**src/hw/rtl/mlptb_pkg.sv**
```systemverilog
// shared types, constants and fixed-point helpers for the mlp trainer
package mlptb_pkg;

    localparam int FRAC_BITS = 12;
    localparam int VW        = 20;
    localparam logic signed [VW-1:0] ONE_V = VW'(1 << FRAC_BITS);

    localparam logic [1:0] MODE_TRAIN = 2'd0;
    localparam logic [1:0] MODE_INFER = 2'd1;
    localparam logic [1:0] MODE_WRITE = 2'd2;

    typedef enum logic [3:0] {
        LOP_NONE, LOP_H0, LOP_H1, LOP_HP, LOP_OT,
        LOP_U0, LOP_U1, LOP_U2, LOP_U3, LOP_U4, LOP_U5, LOP_U6, LOP_U7
    } lane_op_t;

    typedef enum logic [3:0] {
        MOP_NONE, MOP_CLR, MOP_ADD, MOP_PLAN, MOP_SQ, MOP_D, MOP_OG, MOP_LG, MOP_OB
    } merge_op_t;

    typedef struct packed {
        logic              en;
        logic [3:0]        idx;
        logic signed [15:0] val;
    } wr_t;

    // round to nearest, ties up
    function automatic logic signed [VW-1:0] mulq(input logic signed [VW-1:0] a,
                                                  input logic signed [VW-1:0] b);
        logic signed [2*VW-1:0] p;
        p = a * b + (2*VW)'(1 << (FRAC_BITS - 1));
        return p[FRAC_BITS+VW-1:FRAC_BITS];
    endfunction

    function automatic logic signed [15:0] sat16(input logic signed [VW:0] v);
        if (v > (VW+1)'(32767))
            return 16'sh7fff;
        else if (v < -(VW+1)'(32768))
            return 16'sh8000;
        else
            return v[15:0];
    endfunction

    // piecewise-linear sigmoid
    function automatic logic [12:0] plan(input logic signed [15:0] x);
        logic [16:0] a;
        logic [16:0] y;
        a = x[15] ? 17'(-18'(x)) : 17'(x);
        if (a >= 17'd20480)
            y = 17'd4096;
        else if (a >= 17'd9728)
            y = (a >> 5) + 17'd3456;
        else if (a >= 17'd4096)
            y = (a >> 3) + 17'd2560;
        else
            y = (a >> 2) + 17'd2048;
        if (x[15])
            y = 17'd4096 - y;
        return y[12:0];
    endfunction

endpackage

```
**src/hw/rtl/mlptb_lane.sv**
```systemverilog
// one hidden neuron: its weights, forward term and backprop update
module mlptb_lane
    import mlptb_pkg::*;
#(
    parameter int LANE = 0,
    parameter int NUM_HIDDEN = 2
)(
    input  logic                 clk,
    input  logic                 rst_n,
    input  lane_op_t             op,
    input  wr_t                  wr,
    input  logic signed [15:0]   fa,
    input  logic signed [15:0]   fb,
    input  logic [12:0]          lr,
    input  logic signed [VW-1:0] og,
    input  logic signed [VW-1:0] lg,
    output logic signed [VW-1:0] term
);
    localparam logic [7:0] IDX_A = 8'(3 * LANE);
    localparam logic [7:0] IDX_B = 8'(3 * LANE + 1);
    localparam logic [7:0] IDX_C = 8'(3 * LANE + 2);
    localparam logic [7:0] IDX_O = 8'(3 * NUM_HIDDEN + LANE);

    logic signed [15:0]   wa_reg, wb_reg, wc_reg, wo_reg, acc_reg;
    logic [12:0]          h_reg;
    logic signed [VW-1:0] dh_reg, tmp_reg;
    logic signed [VW-1:0] ma, mb, prod, h_v;
    logic [7:0]           widx;

    assign h_v  = VW'(signed'({1'b0, h_reg}));
    assign widx = 8'(wr.idx);
    assign term = tmp_reg;

    always_comb
    begin
        ma = '0;
        mb = '0;
        case (op)
            LOP_H0:  begin ma = VW'(fa);  mb = VW'(wa_reg); end
            LOP_H1:  begin ma = VW'(fb);  mb = VW'(wb_reg); end
            LOP_OT:  begin ma = h_v;      mb = VW'(wo_reg); end
            LOP_U0:  begin ma = lg;       mb = h_v; end
            LOP_U1:  begin ma = h_v;      mb = ONE_V - h_v; end
            LOP_U2:  begin ma = og;       mb = VW'(wo_reg); end
            LOP_U3:  begin ma = tmp_reg;  mb = dh_reg; end
            LOP_U4:  begin ma = VW'(signed'({1'b0, lr})); mb = tmp_reg; end
            LOP_U5:  begin ma = tmp_reg;  mb = VW'(fa); end
            LOP_U6:  begin ma = tmp_reg;  mb = VW'(fb); end
            default: begin ma = '0;       mb = '0; end
        endcase
    end

    assign prod = mulq(ma, mb);

    always_ff @(posedge clk or negedge rst_n)
    begin
        if (!rst_n)
        begin
            wa_reg <= '0;
            wb_reg <= '0;
            wc_reg <= '0;
            wo_reg <= '0;
        end
        else if (wr.en)
        begin
            if (widx == IDX_A) wa_reg <= wr.val;
            if (widx == IDX_B) wb_reg <= wr.val;
            if (widx == IDX_C) wc_reg <= wr.val;
            if (widx == IDX_O) wo_reg <= wr.val;
        end
        else
        begin
            case (op)
                LOP_U0:  wo_reg <= sat16((VW+1)'(wo_reg) + (VW+1)'(prod));
                LOP_U5:  wa_reg <= sat16((VW+1)'(wa_reg) + (VW+1)'(prod));
                LOP_U6:  wb_reg <= sat16((VW+1)'(wb_reg) + (VW+1)'(prod));
                LOP_U7:  wc_reg <= sat16((VW+1)'(wc_reg) + (VW+1)'(tmp_reg));
                default: ;
            endcase
        end
    end

    always_ff @(posedge clk)
    begin
        case (op)
            LOP_H0:  acc_reg <= sat16((VW+1)'(wc_reg) + (VW+1)'(prod));
            LOP_H1:  acc_reg <= sat16((VW+1)'(acc_reg) + (VW+1)'(prod));
            LOP_HP:  h_reg   <= plan(acc_reg);
            LOP_U1:  dh_reg  <= prod;
            LOP_OT, LOP_U2, LOP_U3, LOP_U4: tmp_reg <= prod;
            default: ;
        endcase
    end

endmodule

```
**src/hw/rtl/mlptb_merge.sv**
```systemverilog
// output neuron: sums lane terms, output sigmoid, error and output gradient
module mlptb_merge
    import mlptb_pkg::*;
#(
    parameter int NUM_HIDDEN = 2,
    parameter int CW = 1
)(
    input  logic                                 clk,
    input  logic                                 rst_n,
    input  merge_op_t                            op,
    input  logic [CW-1:0]                        sel,
    input  logic signed [NUM_HIDDEN-1:0][VW-1:0] terms,
    input  wr_t                                  wr,
    input  logic [12:0]                          tgt,
    input  logic [12:0]                          lr,
    output logic [12:0]                          y,
    output logic signed [13:0]                   err,
    output logic [12:0]                          sq,
    output logic signed [VW-1:0]                 og,
    output logic signed [VW-1:0]                 lg
);
    localparam logic [7:0] IDX_OB = 8'(4 * NUM_HIDDEN);

    logic signed [15:0]   s_reg, ob_reg;
    logic [12:0]          y_reg, sq_reg;
    logic signed [13:0]   err_reg, err_v;
    logic signed [VW-1:0] d_reg, og_reg, lg_reg, y_v, ma, mb, prod;

    assign y_v   = VW'(signed'({1'b0, y_reg}));
    assign err_v = signed'({1'b0, tgt}) - signed'({1'b0, y_reg});

    always_comb
    begin
        ma = '0;
        mb = '0;
        case (op)
            MOP_SQ:  begin ma = VW'(err_v);   mb = VW'(err_v); end
            MOP_D:   begin ma = y_v;          mb = ONE_V - y_v; end
            MOP_OG:  begin ma = VW'(err_reg); mb = d_reg; end
            MOP_LG:  begin ma = VW'(signed'({1'b0, lr})); mb = og_reg; end
            default: begin ma = '0;           mb = '0; end
        endcase
    end

    assign prod = mulq(ma, mb);

    always_ff @(posedge clk or negedge rst_n)
    begin
        if (!rst_n)
            ob_reg <= '0;
        else if (wr.en)
        begin
            if (8'(wr.idx) == IDX_OB) ob_reg <= wr.val;
        end
        else if (op == MOP_OB)
            ob_reg <= sat16((VW+1)'(ob_reg) + (VW+1)'(lg_reg));
    end

    always_ff @(posedge clk)
    begin
        case (op)
            MOP_CLR:  s_reg <= ob_reg;
            MOP_ADD:  s_reg <= sat16((VW+1)'(s_reg) + (VW+1)'(signed'(terms[sel])));
            MOP_PLAN: y_reg <= plan(s_reg);
            MOP_SQ:
            begin
                err_reg <= err_v;
                sq_reg  <= prod[12:0];
            end
            MOP_D:    d_reg  <= prod;
            MOP_OG:   og_reg <= prod;
            MOP_LG:   lg_reg <= prod;
            default: ;
        endcase
    end

    assign y   = y_reg;
    assign err = err_reg;
    assign sq  = sq_reg;
    assign og  = og_reg;
    assign lg  = lg_reg;

endmodule

```
**src/hw/rtl/mlp_train_step_backprop.sv**
```systemverilog
// top level: sequencer, hidden lanes, output merge and stream ports
// One word in, one word out. All hidden neurons run side by side in their own lanes, each with
// one multiplier; the output neuron sums the lane terms one lane per cycle. A train word runs the
// forward, error and update states, an infer word the forward ones, a write or the unused mode none;
// the next word is taken once the previous one has finished, since it needs the updated weights.
// The result sits in an output register, so a stalled output delays only the next finish.
module mlp_train_step_backprop
    import mlptb_pkg::*;
#(
    parameter int NUM_HIDDEN = 2
)(
    input  logic        clk,
    input  logic        rst_n,
    input  logic        cfg_wr_en,
    input  logic [12:0] cfg_wr_data,    // learn_rate
    input  logic        s_axis_tvalid,
    output logic        s_axis_tready,
    input  logic [71:0] s_axis_tdata,   // feature_a, feature_b, target_value, weight_index, weight_value
    input  logic [1:0]  s_axis_tuser,   // mode
    output logic        m_axis_tvalid,
    input  logic        m_axis_tready,
    output logic [39:0] m_axis_tdata    // prediction, error_value, squared_error
);
    localparam int CW = (NUM_HIDDEN > 1) ? $clog2(NUM_HIDDEN) : 1;

    typedef enum logic [19:0] {
        S_IDLE = 20'h00001, S_H0 = 20'h00002, S_H1 = 20'h00004, S_HP = 20'h00008,
        S_OT = 20'h00010, S_CLR = 20'h00020, S_ADD = 20'h00040, S_PLAN = 20'h00080,
        S_SQ = 20'h00100, S_D = 20'h00200, S_OG = 20'h00400, S_LG = 20'h00800,
        S_U0 = 20'h01000, S_U1 = 20'h02000, S_U2 = 20'h04000, S_U3 = 20'h08000,
        S_U4 = 20'h10000, S_U5 = 20'h20000, S_U6 = 20'h40000, S_FIN = 20'h80000
    } state_t;

    state_t               state_reg, state_next;
    logic [CW-1:0]        cnt_reg, cnt_next;
    logic [12:0]          lr_reg;
    logic [1:0]           mode_reg;
    logic signed [15:0]   fa_reg, fb_reg;
    logic [12:0]          tgt_reg;
    logic                 out_valid_reg;
    logic [12:0]          out_pred_reg, out_sq_reg;
    logic signed [13:0]   out_err_reg;
    logic                 accept, load_out, u7;
    logic [1:0]           in_mode;
    logic [12:0]          in_tgt;
    wr_t                  wr;
    lane_op_t             lop;
    merge_op_t            mop;
    logic signed [NUM_HIDDEN-1:0][VW-1:0] terms;
    logic [12:0]          y;
    logic signed [13:0]   err;
    logic [12:0]          sq;
    logic signed [VW-1:0] og, lg;

    assign in_mode       = s_axis_tuser;
    assign in_tgt        = s_axis_tdata[44:32];
    assign s_axis_tready = (state_reg == S_IDLE);
    assign accept        = s_axis_tvalid && s_axis_tready;
    assign load_out      = (state_reg == S_FIN) && (!out_valid_reg || m_axis_tready);

    assign wr.en  = accept && (in_mode == MODE_WRITE);
    assign wr.idx = s_axis_tdata[48:45];
    assign wr.val = s_axis_tdata[64:49];

    // hidden bias update rides along with the last state after the input weights
    assign u7 = (state_reg == S_FIN) && (mode_reg == MODE_TRAIN);

    always_comb
    begin
        state_next = state_reg;
        cnt_next   = cnt_reg;
        lop        = LOP_NONE;
        mop        = MOP_NONE;
        case (state_reg)
            S_IDLE:
                if (accept)
                    state_next = (in_mode == MODE_TRAIN || in_mode == MODE_INFER) ? S_H0 : S_FIN;
            S_H0:   begin lop = LOP_H0; state_next = S_H1; end
            S_H1:   begin lop = LOP_H1; state_next = S_HP; end
            S_HP:   begin lop = LOP_HP; state_next = S_OT; end
            S_OT:   begin lop = LOP_OT; state_next = S_CLR; end
            S_CLR:  begin mop = MOP_CLR; cnt_next = '0; state_next = S_ADD; end
            S_ADD:
            begin
                mop = MOP_ADD;
                if (cnt_reg == CW'(NUM_HIDDEN - 1))
                    state_next = S_PLAN;
                else
                    cnt_next = cnt_reg + 1'b1;
            end
            S_PLAN:
            begin
                mop = MOP_PLAN;
                state_next = (mode_reg == MODE_TRAIN) ? S_SQ : S_FIN;
            end
            S_SQ:   begin mop = MOP_SQ; state_next = S_D; end
            S_D:    begin mop = MOP_D;  state_next = S_OG; end
            S_OG:   begin mop = MOP_OG; state_next = S_LG; end
            S_LG:   begin mop = MOP_LG; state_next = S_U0; end
            S_U0:   begin lop = LOP_U0; mop = MOP_OB; state_next = S_U1; end
            S_U1:   begin lop = LOP_U1; state_next = S_U2; end
            S_U2:   begin lop = LOP_U2; state_next = S_U3; end
            S_U3:   begin lop = LOP_U3; state_next = S_U4; end
            S_U4:   begin lop = LOP_U4; state_next = S_U5; end
            S_U5:   begin lop = LOP_U5; state_next = S_U6; end
            S_U6:   begin lop = LOP_U6; state_next = S_FIN; end
            S_FIN:
            begin
                // bias update must happen exactly once, so only when leaving
                if (u7 && load_out)
                    lop = LOP_U7;
                if (load_out)
                    state_next = S_IDLE;
            end
            default: state_next = S_IDLE;
        endcase
    end

    always_ff @(posedge clk or negedge rst_n)
    begin
        if (!rst_n)
        begin
            state_reg     <= S_IDLE;
            cnt_reg       <= '0;
            lr_reg        <= 13'd410;
            mode_reg      <= MODE_TRAIN;
            out_valid_reg <= 1'b0;
        end
        else
        begin
            state_reg <= state_next;
            cnt_reg   <= cnt_next;
            if (cfg_wr_en)
                lr_reg <= cfg_wr_data;
            if (accept)
                mode_reg <= in_mode;
            if (load_out)
                out_valid_reg <= 1'b1;
            else if (m_axis_tready)
                out_valid_reg <= 1'b0;
        end
    end

    always_ff @(posedge clk)
    begin
        if (accept)
        begin
            fa_reg  <= s_axis_tdata[15:0];
            fb_reg  <= s_axis_tdata[31:16];
            tgt_reg <= (in_tgt > 13'd4096) ? 13'd4096 : in_tgt;
        end
        if (load_out)
        begin
            out_pred_reg <= (mode_reg == MODE_TRAIN || mode_reg == MODE_INFER) ? y : '0;
            out_err_reg  <= (mode_reg == MODE_TRAIN) ? err : '0;
            out_sq_reg   <= (mode_reg == MODE_TRAIN) ? sq : '0;
        end
    end

    for (genvar i = 0; i < NUM_HIDDEN; i++)
    begin : g_lane
        mlptb_lane #(
            .LANE       (i),
            .NUM_HIDDEN (NUM_HIDDEN)
        ) u_lane (
            .clk   (clk),
            .rst_n (rst_n),
            .op    (lop),
            .wr    (wr),
            .fa    (fa_reg),
            .fb    (fb_reg),
            .lr    (lr_reg),
            .og    (og),
            .lg    (lg),
            .term  (terms[i])
        );
    end

    mlptb_merge #(
        .NUM_HIDDEN (NUM_HIDDEN),
        .CW         (CW)
    ) u_merge (
        .clk   (clk),
        .rst_n (rst_n),
        .op    (mop),
        .sel   (cnt_reg),
        .terms (terms),
        .wr    (wr),
        .tgt   (tgt_reg),
        .lr    (lr_reg),
        .y     (y),
        .err   (err),
        .sq    (sq),
        .og    (og),
        .lg    (lg)
    );

    assign m_axis_tvalid = out_valid_reg;
    assign m_axis_tdata  = {out_sq_reg, out_err_reg, out_pred_reg};

`ifndef ASSERT_OFF
    a_state_onehot: assert property (@(posedge clk) disable iff (!rst_n)
        $onehot(state_reg))
        else $error("sequencer state not one-hot");

    a_pred_range: assert property (@(posedge clk) disable iff (!rst_n)
        m_axis_tvalid |-> (out_pred_reg <= 13'd4096))
        else $error("prediction above one");

    a_no_err_untrained: assert property (@(posedge clk) disable iff (!rst_n)
        (load_out && mode_reg != MODE_TRAIN) |=> (out_err_reg == '0 && out_sq_reg == '0))
        else $error("error reported outside train mode");

    a_finish_leaves: assert property (@(posedge clk) disable iff (!rst_n)
        load_out |=> (state_reg == S_IDLE && m_axis_tvalid))
        else $error("finished word not presented");
`endif

endmodule

```
**config.mk**
```make
export PLATFORM = sky130hd
export DESIGN_NAME = mlp_train_step_backprop
export DESIGN_NICKNAME = d
export VERILOG_FILES = /design/src/hw/rtl/mlptb_pkg.sv /design/src/hw/rtl/mlptb_lane.sv /design/src/hw/rtl/mlptb_merge.sv /design/src/hw/rtl/mlp_train_step_backprop.sv
export SDC_FILE = /design/constraint.sdc
export NUM_CORES = 2
export LEC_CHECK = 0
export BUFFER_PORTS_ARGS = -buffer_cell sky130_fd_sc_hd__buf_2
export CORE_MARGIN = 4
export CORE_UTILIZATION = 57
export DETAILED_ROUTE_END_ITERATION = 8
export PLACE_DENSITY_LB_ADDON = 0.25
export SKIP_LAST_GASP = 1
export SLEW_MARGIN = 20
export SYNTH_ARGS = -nofsm -noshare
export SYNTH_HDL_FRONTEND = slang
export SYNTH_HIERARCHICAL = 1
export SYNTH_SLANG_ARGS = --single-unit
```
**constraint.sdc**
```tcl
create_clock -name clk -period 29.8 [get_ports clk]
set_clock_uncertainty 0.2 [all_clocks]
set_input_delay 5.96 -clock clk [delete_from_list [all_inputs] [get_ports clk]]
set_output_delay 5.96 -clock clk [all_outputs]
set_load 0.03 [all_outputs]
```
==> flow_summary.html <==
<table>
<tr><th>Metric</th><th>Value</th></tr>
<tr><th colspan="2">Timing</th></tr>
<tr><td>RSZ-0062 raised after global routing</td><td>no</td></tr>
<tr><td>Final period demand of the worst path</td><td>19.80 ns</td></tr>
<tr><td>Fin. max-slew vios</td><td>0</td></tr>
<tr><td>Final setup violation count</td><td>0</td></tr>
<tr><td>Worst slew pin tran</td><td>~1.2 ns</td></tr>
<tr><td>Remaining max-slew budget at the tightest pin</td><td>between 10% and 20%</td></tr>
<tr><td>Max frequency</td><td>between 0.05 and 0.06 GHz</td></tr>
<tr><td>Number of endpoints with negative hold slack in the final report</td><td>0</td></tr>
<tr><td>Crit share post-route</td><td>between 60% and 70%</td></tr>
<tr><td>Aggregate negative setup slack</td><td>0 ns</td></tr>
<tr><th colspan="2">Floorplan</th></tr>
<tr><td>Die Ht</td><td>around 380 microns</td></tr>
<tr><td>DIE WIDTH</td><td>380 microns</td></tr>
<tr><td>Boundary Pins</td><td>around 130</td></tr>
<tr><td>Std cell rows</td><td>approximately 140</td></tr>
<tr><td>Starting density of the core</td><td>57.4%</td></tr>
<tr><td>Die outline area</td><td>approximately 0.14 sq mm</td></tr>
<tr><td>Core outline area</td><td>about 0.14 sq mm</td></tr>
<tr><th colspan="2">Layout</th></tr>
<tr><td>Number of cells in the finished layout apart from fillers</td><td>around 11000</td></tr>
<tr><td>Fraction of final layout cells sized beyond drive strength 1</td><td>between 7 and 8%</td></tr>
<tr><td>Highest-count cells in the layout ignoring fill and taps</td><td>sky130_fd_sc_hd__inv_1, sky130_fd_sc_hd__fa_1, sky130_fd_sc_hd__nand2_1, sky130_fd_sc_hd__nor2_1, sky130_fd_sc_hd__ha_1</td></tr>
<tr><td>Area added between synthesis and finish</td><td>6.78%</td></tr>
<tr><td>Most common library cell in the layout ignoring fill and taps</td><td>sky130_fd_sc_hd__inv_1</td></tr>
<tr><td>Final layout net count</td><td>10600</td></tr>
<tr><th colspan="2">Global routing</th></tr>
<tr><td>Total global-route track usage</td><td>a little under two fifths</td></tr>
<tr><td>Maximum number of pins on one net before global-route repair</td><td>a little under 70</td></tr>
<tr><td>GRT overflow</td><td>0</td></tr>
<tr><td>GR met1 Demand/Resource</td><td>between 40% and 50%</td></tr>
<tr><td>Number of global-route vias before repair</td><td>~69000</td></tr>
<tr><td>Global-route wire length before repair</td><td>420000 microns</td></tr>
<tr><td>Layer with the highest usage</td><td>met2</td></tr>
<tr><td>Global-route track usage on met3</td><td>a little over a tenth</td></tr>
<tr><td>Initial antenna violation count</td><td>23</td></tr>
<tr><td>Met2 track demand over resource</td><td>between 50 and 60%</td></tr>
<tr><th colspan="2">Min path</th></tr>
<tr><td>Destination of the worst hold path</td><td>out_sq_reg[9]</td></tr>
<tr><td>Start point of the worst min-delay path</td><td>u_merge/sq[9]</td></tr>
<tr><td>Hold/Removal Path Class</td><td>flip-flop to flip-flop</td></tr>
<tr><td>Worst hold path depth</td><td>1</td></tr>
<tr><th colspan="2">Synth</th></tr>
<tr><td>Gate Count Post-Synth</td><td>8909</td></tr>
<tr><td>Average cell area after synthesis</td><td>between 8 and 9 sq um</td></tr>
<tr><td>Leading register cell type out of synthesis</td><td>sky130_fd_sc_hd__edfxtp_1</td></tr>
<tr><td>Post-synthesis cell area</td><td>a little under 0.08 sq mm</td></tr>
<tr><td>Top post-synthesis cells by area</td><td>sky130_fd_sc_hd__fa_1, sky130_fd_sc_hd__edfxtp_1, sky130_fd_sc_hd__ha_1, sky130_fd_sc_hd__inv_1, sky130_fd_sc_hd__dfrtp_1</td></tr>
<tr><td>Share of the synthesized area in the top cell type</td><td>between 20% and 30%</td></tr>
<tr><td>Total nets after synthesis</td><td>10600</td></tr>
<tr><td>Post-synthesis async set-or-reset flop share</td><td>about a third</td></tr>
<tr><td>Number of distinct library cells after synthesis</td><td>approximately 130</td></tr>
<tr><td>Synthesis Warnings</td><td>6</td></tr>
<tr><td>Cell type with the largest total area after synthesis</td><td>sky130_fd_sc_hd__fa_1</td></tr>
<tr><td>Sequential share of the synthesized area</td><td>about a fifth</td></tr>
<tr><td>Post-synth EDFFs</td><td>339</td></tr>
<tr><td>Post-synthesis sequential element count</td><td>520</td></tr>
<tr><th colspan="2">Clock tree</th></tr>
<tr><td>Clock slew at the register clock pins of the worst setup and hold paths</td><td>approximately 0.06 ns</td></tr>
<tr><td>Later-pin clock latency in the skew report</td><td>between 0.7 and 0.8 ns</td></tr>
<tr><td>Deepest level of the CTS H-tree</td><td>2</td></tr>
<tr><td>Number of sinks driven by the clock tree</td><td>520</td></tr>
<tr><td>CTS buffer count</td><td>60</td></tr>
<tr><td>Buffers inserted during post-CTS setup optimization</td><td>0</td></tr>
<tr><td>CTS hold repair buffers</td><td>0</td></tr>
<tr><td>CTS Root Buffer Type</td><td>sky130_fd_sc_hd__clkbuf_16</td></tr>
<tr><td>Largest buffer count on any clock path</td><td>3</td></tr>
<tr><td>Count of instances resized after the clock tree is built</td><td>0</td></tr>
<tr><td>Clock tree from TritonCTS</td><td>yes</td></tr>
<tr><th colspan="2">Route</th></tr>
<tr><td>Final routed wirelength across all metal layers</td><td>between 200000 and 300000 microns</td></tr>
<tr><td>Via count</td><td>approximately 70000</td></tr>
<tr><td>Drt wl/cell</td><td>roughly 26 microns</td></tr>
<tr><td>Drt initial violations</td><td>between 8000 and 9000</td></tr>
<tr><td>Avg Vias per Cell</td><td>around 6.4</td></tr>
<tr><td>Drt first pass iters</td><td>9</td></tr>
<tr><td>Number of nets with antenna violations after routing</td><td>0</td></tr>
<tr><td>Remaining design rule violation count</td><td>0</td></tr>
<tr><th colspan="2">Critical path</th></tr>
<tr><td>Crit path buffers/inverters</td><td>9</td></tr>
<tr><td>Worst Path Arrival</td><td>a little over 20 ns</td></tr>
<tr><td>Endpoint kind of the worst setup timing path</td><td>flip-flop</td></tr>
<tr><td>R2r setup slk</td><td>13.93 ns</td></tr>
<tr><td>Endpoint of the worst-slack reg-to-reg timing path</td><td>g_lane[0].u_lane/wb_reg[10]</td></tr>
<tr><td>Dominant delay contributor by cell family on the critical path</td><td>simple AND/OR/NAND/NOR gates</td></tr>
<tr><td>Worst R2R Start</td><td>state_reg[1]</td></tr>
<tr><td>Largest stage delay, worst path</td><td>0.92 ns</td></tr>
<tr><td>Critical-path maximum fanout</td><td>45</td></tr>
<tr><td>WP data required</td><td>~30 ns</td></tr>
<tr><td>Worst-case reg-to-reg path depth</td><td>48</td></tr>
<tr><td>Slowest cell on crit path</td><td>sky130_fd_sc_hd__nor2b_1</td></tr>
<tr><td>Type of the setup path with the least slack</td><td>input port to flip-flop</td></tr>
<tr><td>Critical Path Source Type</td><td>input port</td></tr>
<tr><th colspan="2">Place</th></tr>
<tr><td>Port Buffer Count</td><td>roughly 130</td></tr>
<tr><td>Post-placement cell count</td><td>~11000</td></tr>
<tr><td>Placer congestion estimate</td><td>1.08</td></tr>
<tr><td>Post-DP HPWL</td><td>around 220000 microns</td></tr>
<tr><th colspan="2">Power</th></tr>
<tr><td>Power per cell area</td><td>between 60 and 70 mW/mm^2</td></tr>
<tr><td>Leakage</td><td>between 30 and 40 nW</td></tr>
<tr><td>Max IR drop VDD</td><td>0.000135 V</td></tr>
<tr><th colspan="2">Job</th></tr>
<tr><td>MaxCap Viol Count</td><td>0</td></tr>
<tr><th colspan="2">Status</th></tr>
<tr><td>Outcome</td><td>finished clean</td></tr>
</table>
-- cell type report --
cell class                 instances  area [sq um]
antenna                           16          40.0
clock buffer                      68          1550
clock inverter                    45           502
fill                           11800         53300
inverter                        1353          5080
multi-input combinational       6691         58300
sequential                       520         14700
tap                             1794          2240
timing repair buffer             303          1970
-- per-stage QoR --
| step | setup WS, ns | utilization (%) | cell area, sq um | total power, mW | hold slack [ns] |
|---|---|---|---|---|---|
| 2_1_floorplan | 11.61 | - | 79000 | 3.66 | 0.257 |
| 3_3_place_gp | 9.75 | 59.8 | 82300 | 4.73 | 0.293 |
| 3_5_place_dp | 9.54 | 59.8 | 82300 | 4.81 | 0.298 |
| 4_1_cts | 10.22 | 61.3 | 84300 | 5.62 | 0.312 |
| 5_1_grt | 9.28 | 61.3 | 84400 | 6.09 | 0.331 |
| 6_report | 10.0 | 61.3 | 84400 | 5.72 | 0.319 |
-- per-layer routing --
| metal | vias up | wire length, microns |
|---|---|---|
| li1 | 30000 | - |
| met1 | 34000 | 102000 |
| met2 | 4157 | 120000 |
| met3 | 1113 | 34500 |
| met4 | 10 | 21700 |
| met5 | - | 61 |
-- report_power, final --
part           internal, mW  switching (mW)  total (mW)
logic                  1.39            2.35        3.74
clock network         0.427           0.357       0.783
registers             0.951           0.243        1.19
-- worst register-to-register path, delay by kind of cell, from the launching register on --
| family | cells | cell delay (ns) |
|---|---|---|
| DFF | 1 | 0.48 |
| xor gates and xnor gates | 2 | 0.42 |
| adders and majority gates | 9 | 3.97 |
| and+or+nand+nor | 15 | 5.92 |
| AOI/OAI and AO/OA | 14 | 3.39 |
| buffers and inverters | 8 | 1.34 |
-- Yosys cell counts (53+ instances only) --
cell type                  count
sky130_fd_sc_hd__inv_1      1347
sky130_fd_sc_hd__fa_1        985
sky130_fd_sc_hd__nand2_1     922
sky130_fd_sc_hd__nor2_1      873
sky130_fd_sc_hd__ha_1        610
sky130_fd_sc_hd__a21oi_1     435
sky130_fd_sc_hd__edfxtp_1    339
sky130_fd_sc_hd__xnor2_1     310
sky130_fd_sc_hd__clkbuf_1    294
sky130_fd_sc_hd__o21ai_0     275
sky130_fd_sc_hd__dfrtp_1     175
sky130_fd_sc_hd__a21o_1      151
sky130_fd_sc_hd__nor2b_1     141
sky130_fd_sc_hd__nand3_1     133
sky130_fd_sc_hd__nand2b_1    130
sky130_fd_sc_hd__xor2_1      129
sky130_fd_sc_hd__nor3_1      121
sky130_fd_sc_hd__a22oi_1      91
sky130_fd_sc_hd__and2_1       91
sky130_fd_sc_hd__a221oi_1     75
sky130_fd_sc_hd__nand4_1      64
sky130_fd_sc_hd__o21a_1       59
sky130_fd_sc_hd__a31oi_1      53
sky130_fd_sc_hd__mux2_2       53
-- kinds of logic after synthesis --
group                      count (synthesis)  share of synthesized area, %
adders and majority gates               1595                          34.6
muxes                                    109                          1.53
and+or+nand+nor                         2832                          17.1
xor gates and xnor gates                 442                          4.93
DFF                                      520                          18.6
buffers and inverters                   1698                          8.22
AOI/OAI and AO/OA                       1713                          15.0
-- how the worst max path moves through the flow --
stage / endpoint / slack [ns] / depth (start not counted) / start
after global routing: g_lane[0].u_lane/wb_reg[8] / 9.28 / 47 / m_axis_tready
after CTS: g_lane[0].u_lane/acc_reg[14] / 10.22 / 47 / m_axis_tready
final: g_lane[0].u_lane/wb_reg[10] / 10.0 / 47 / m_axis_tready
after detailed placement: g_lane[0].u_lane/acc_reg[14] / 9.54 / 47 / m_axis_tready
after global placement: g_lane[0].u_lane/acc_reg[14] / 9.75 / 47 / m_axis_tready
after floorplan: g_lane[0].u_lane/wb_reg[6] / 11.61 / 51 / m_axis_tready
Note: power is estimated with default switching activity, not from simulation.
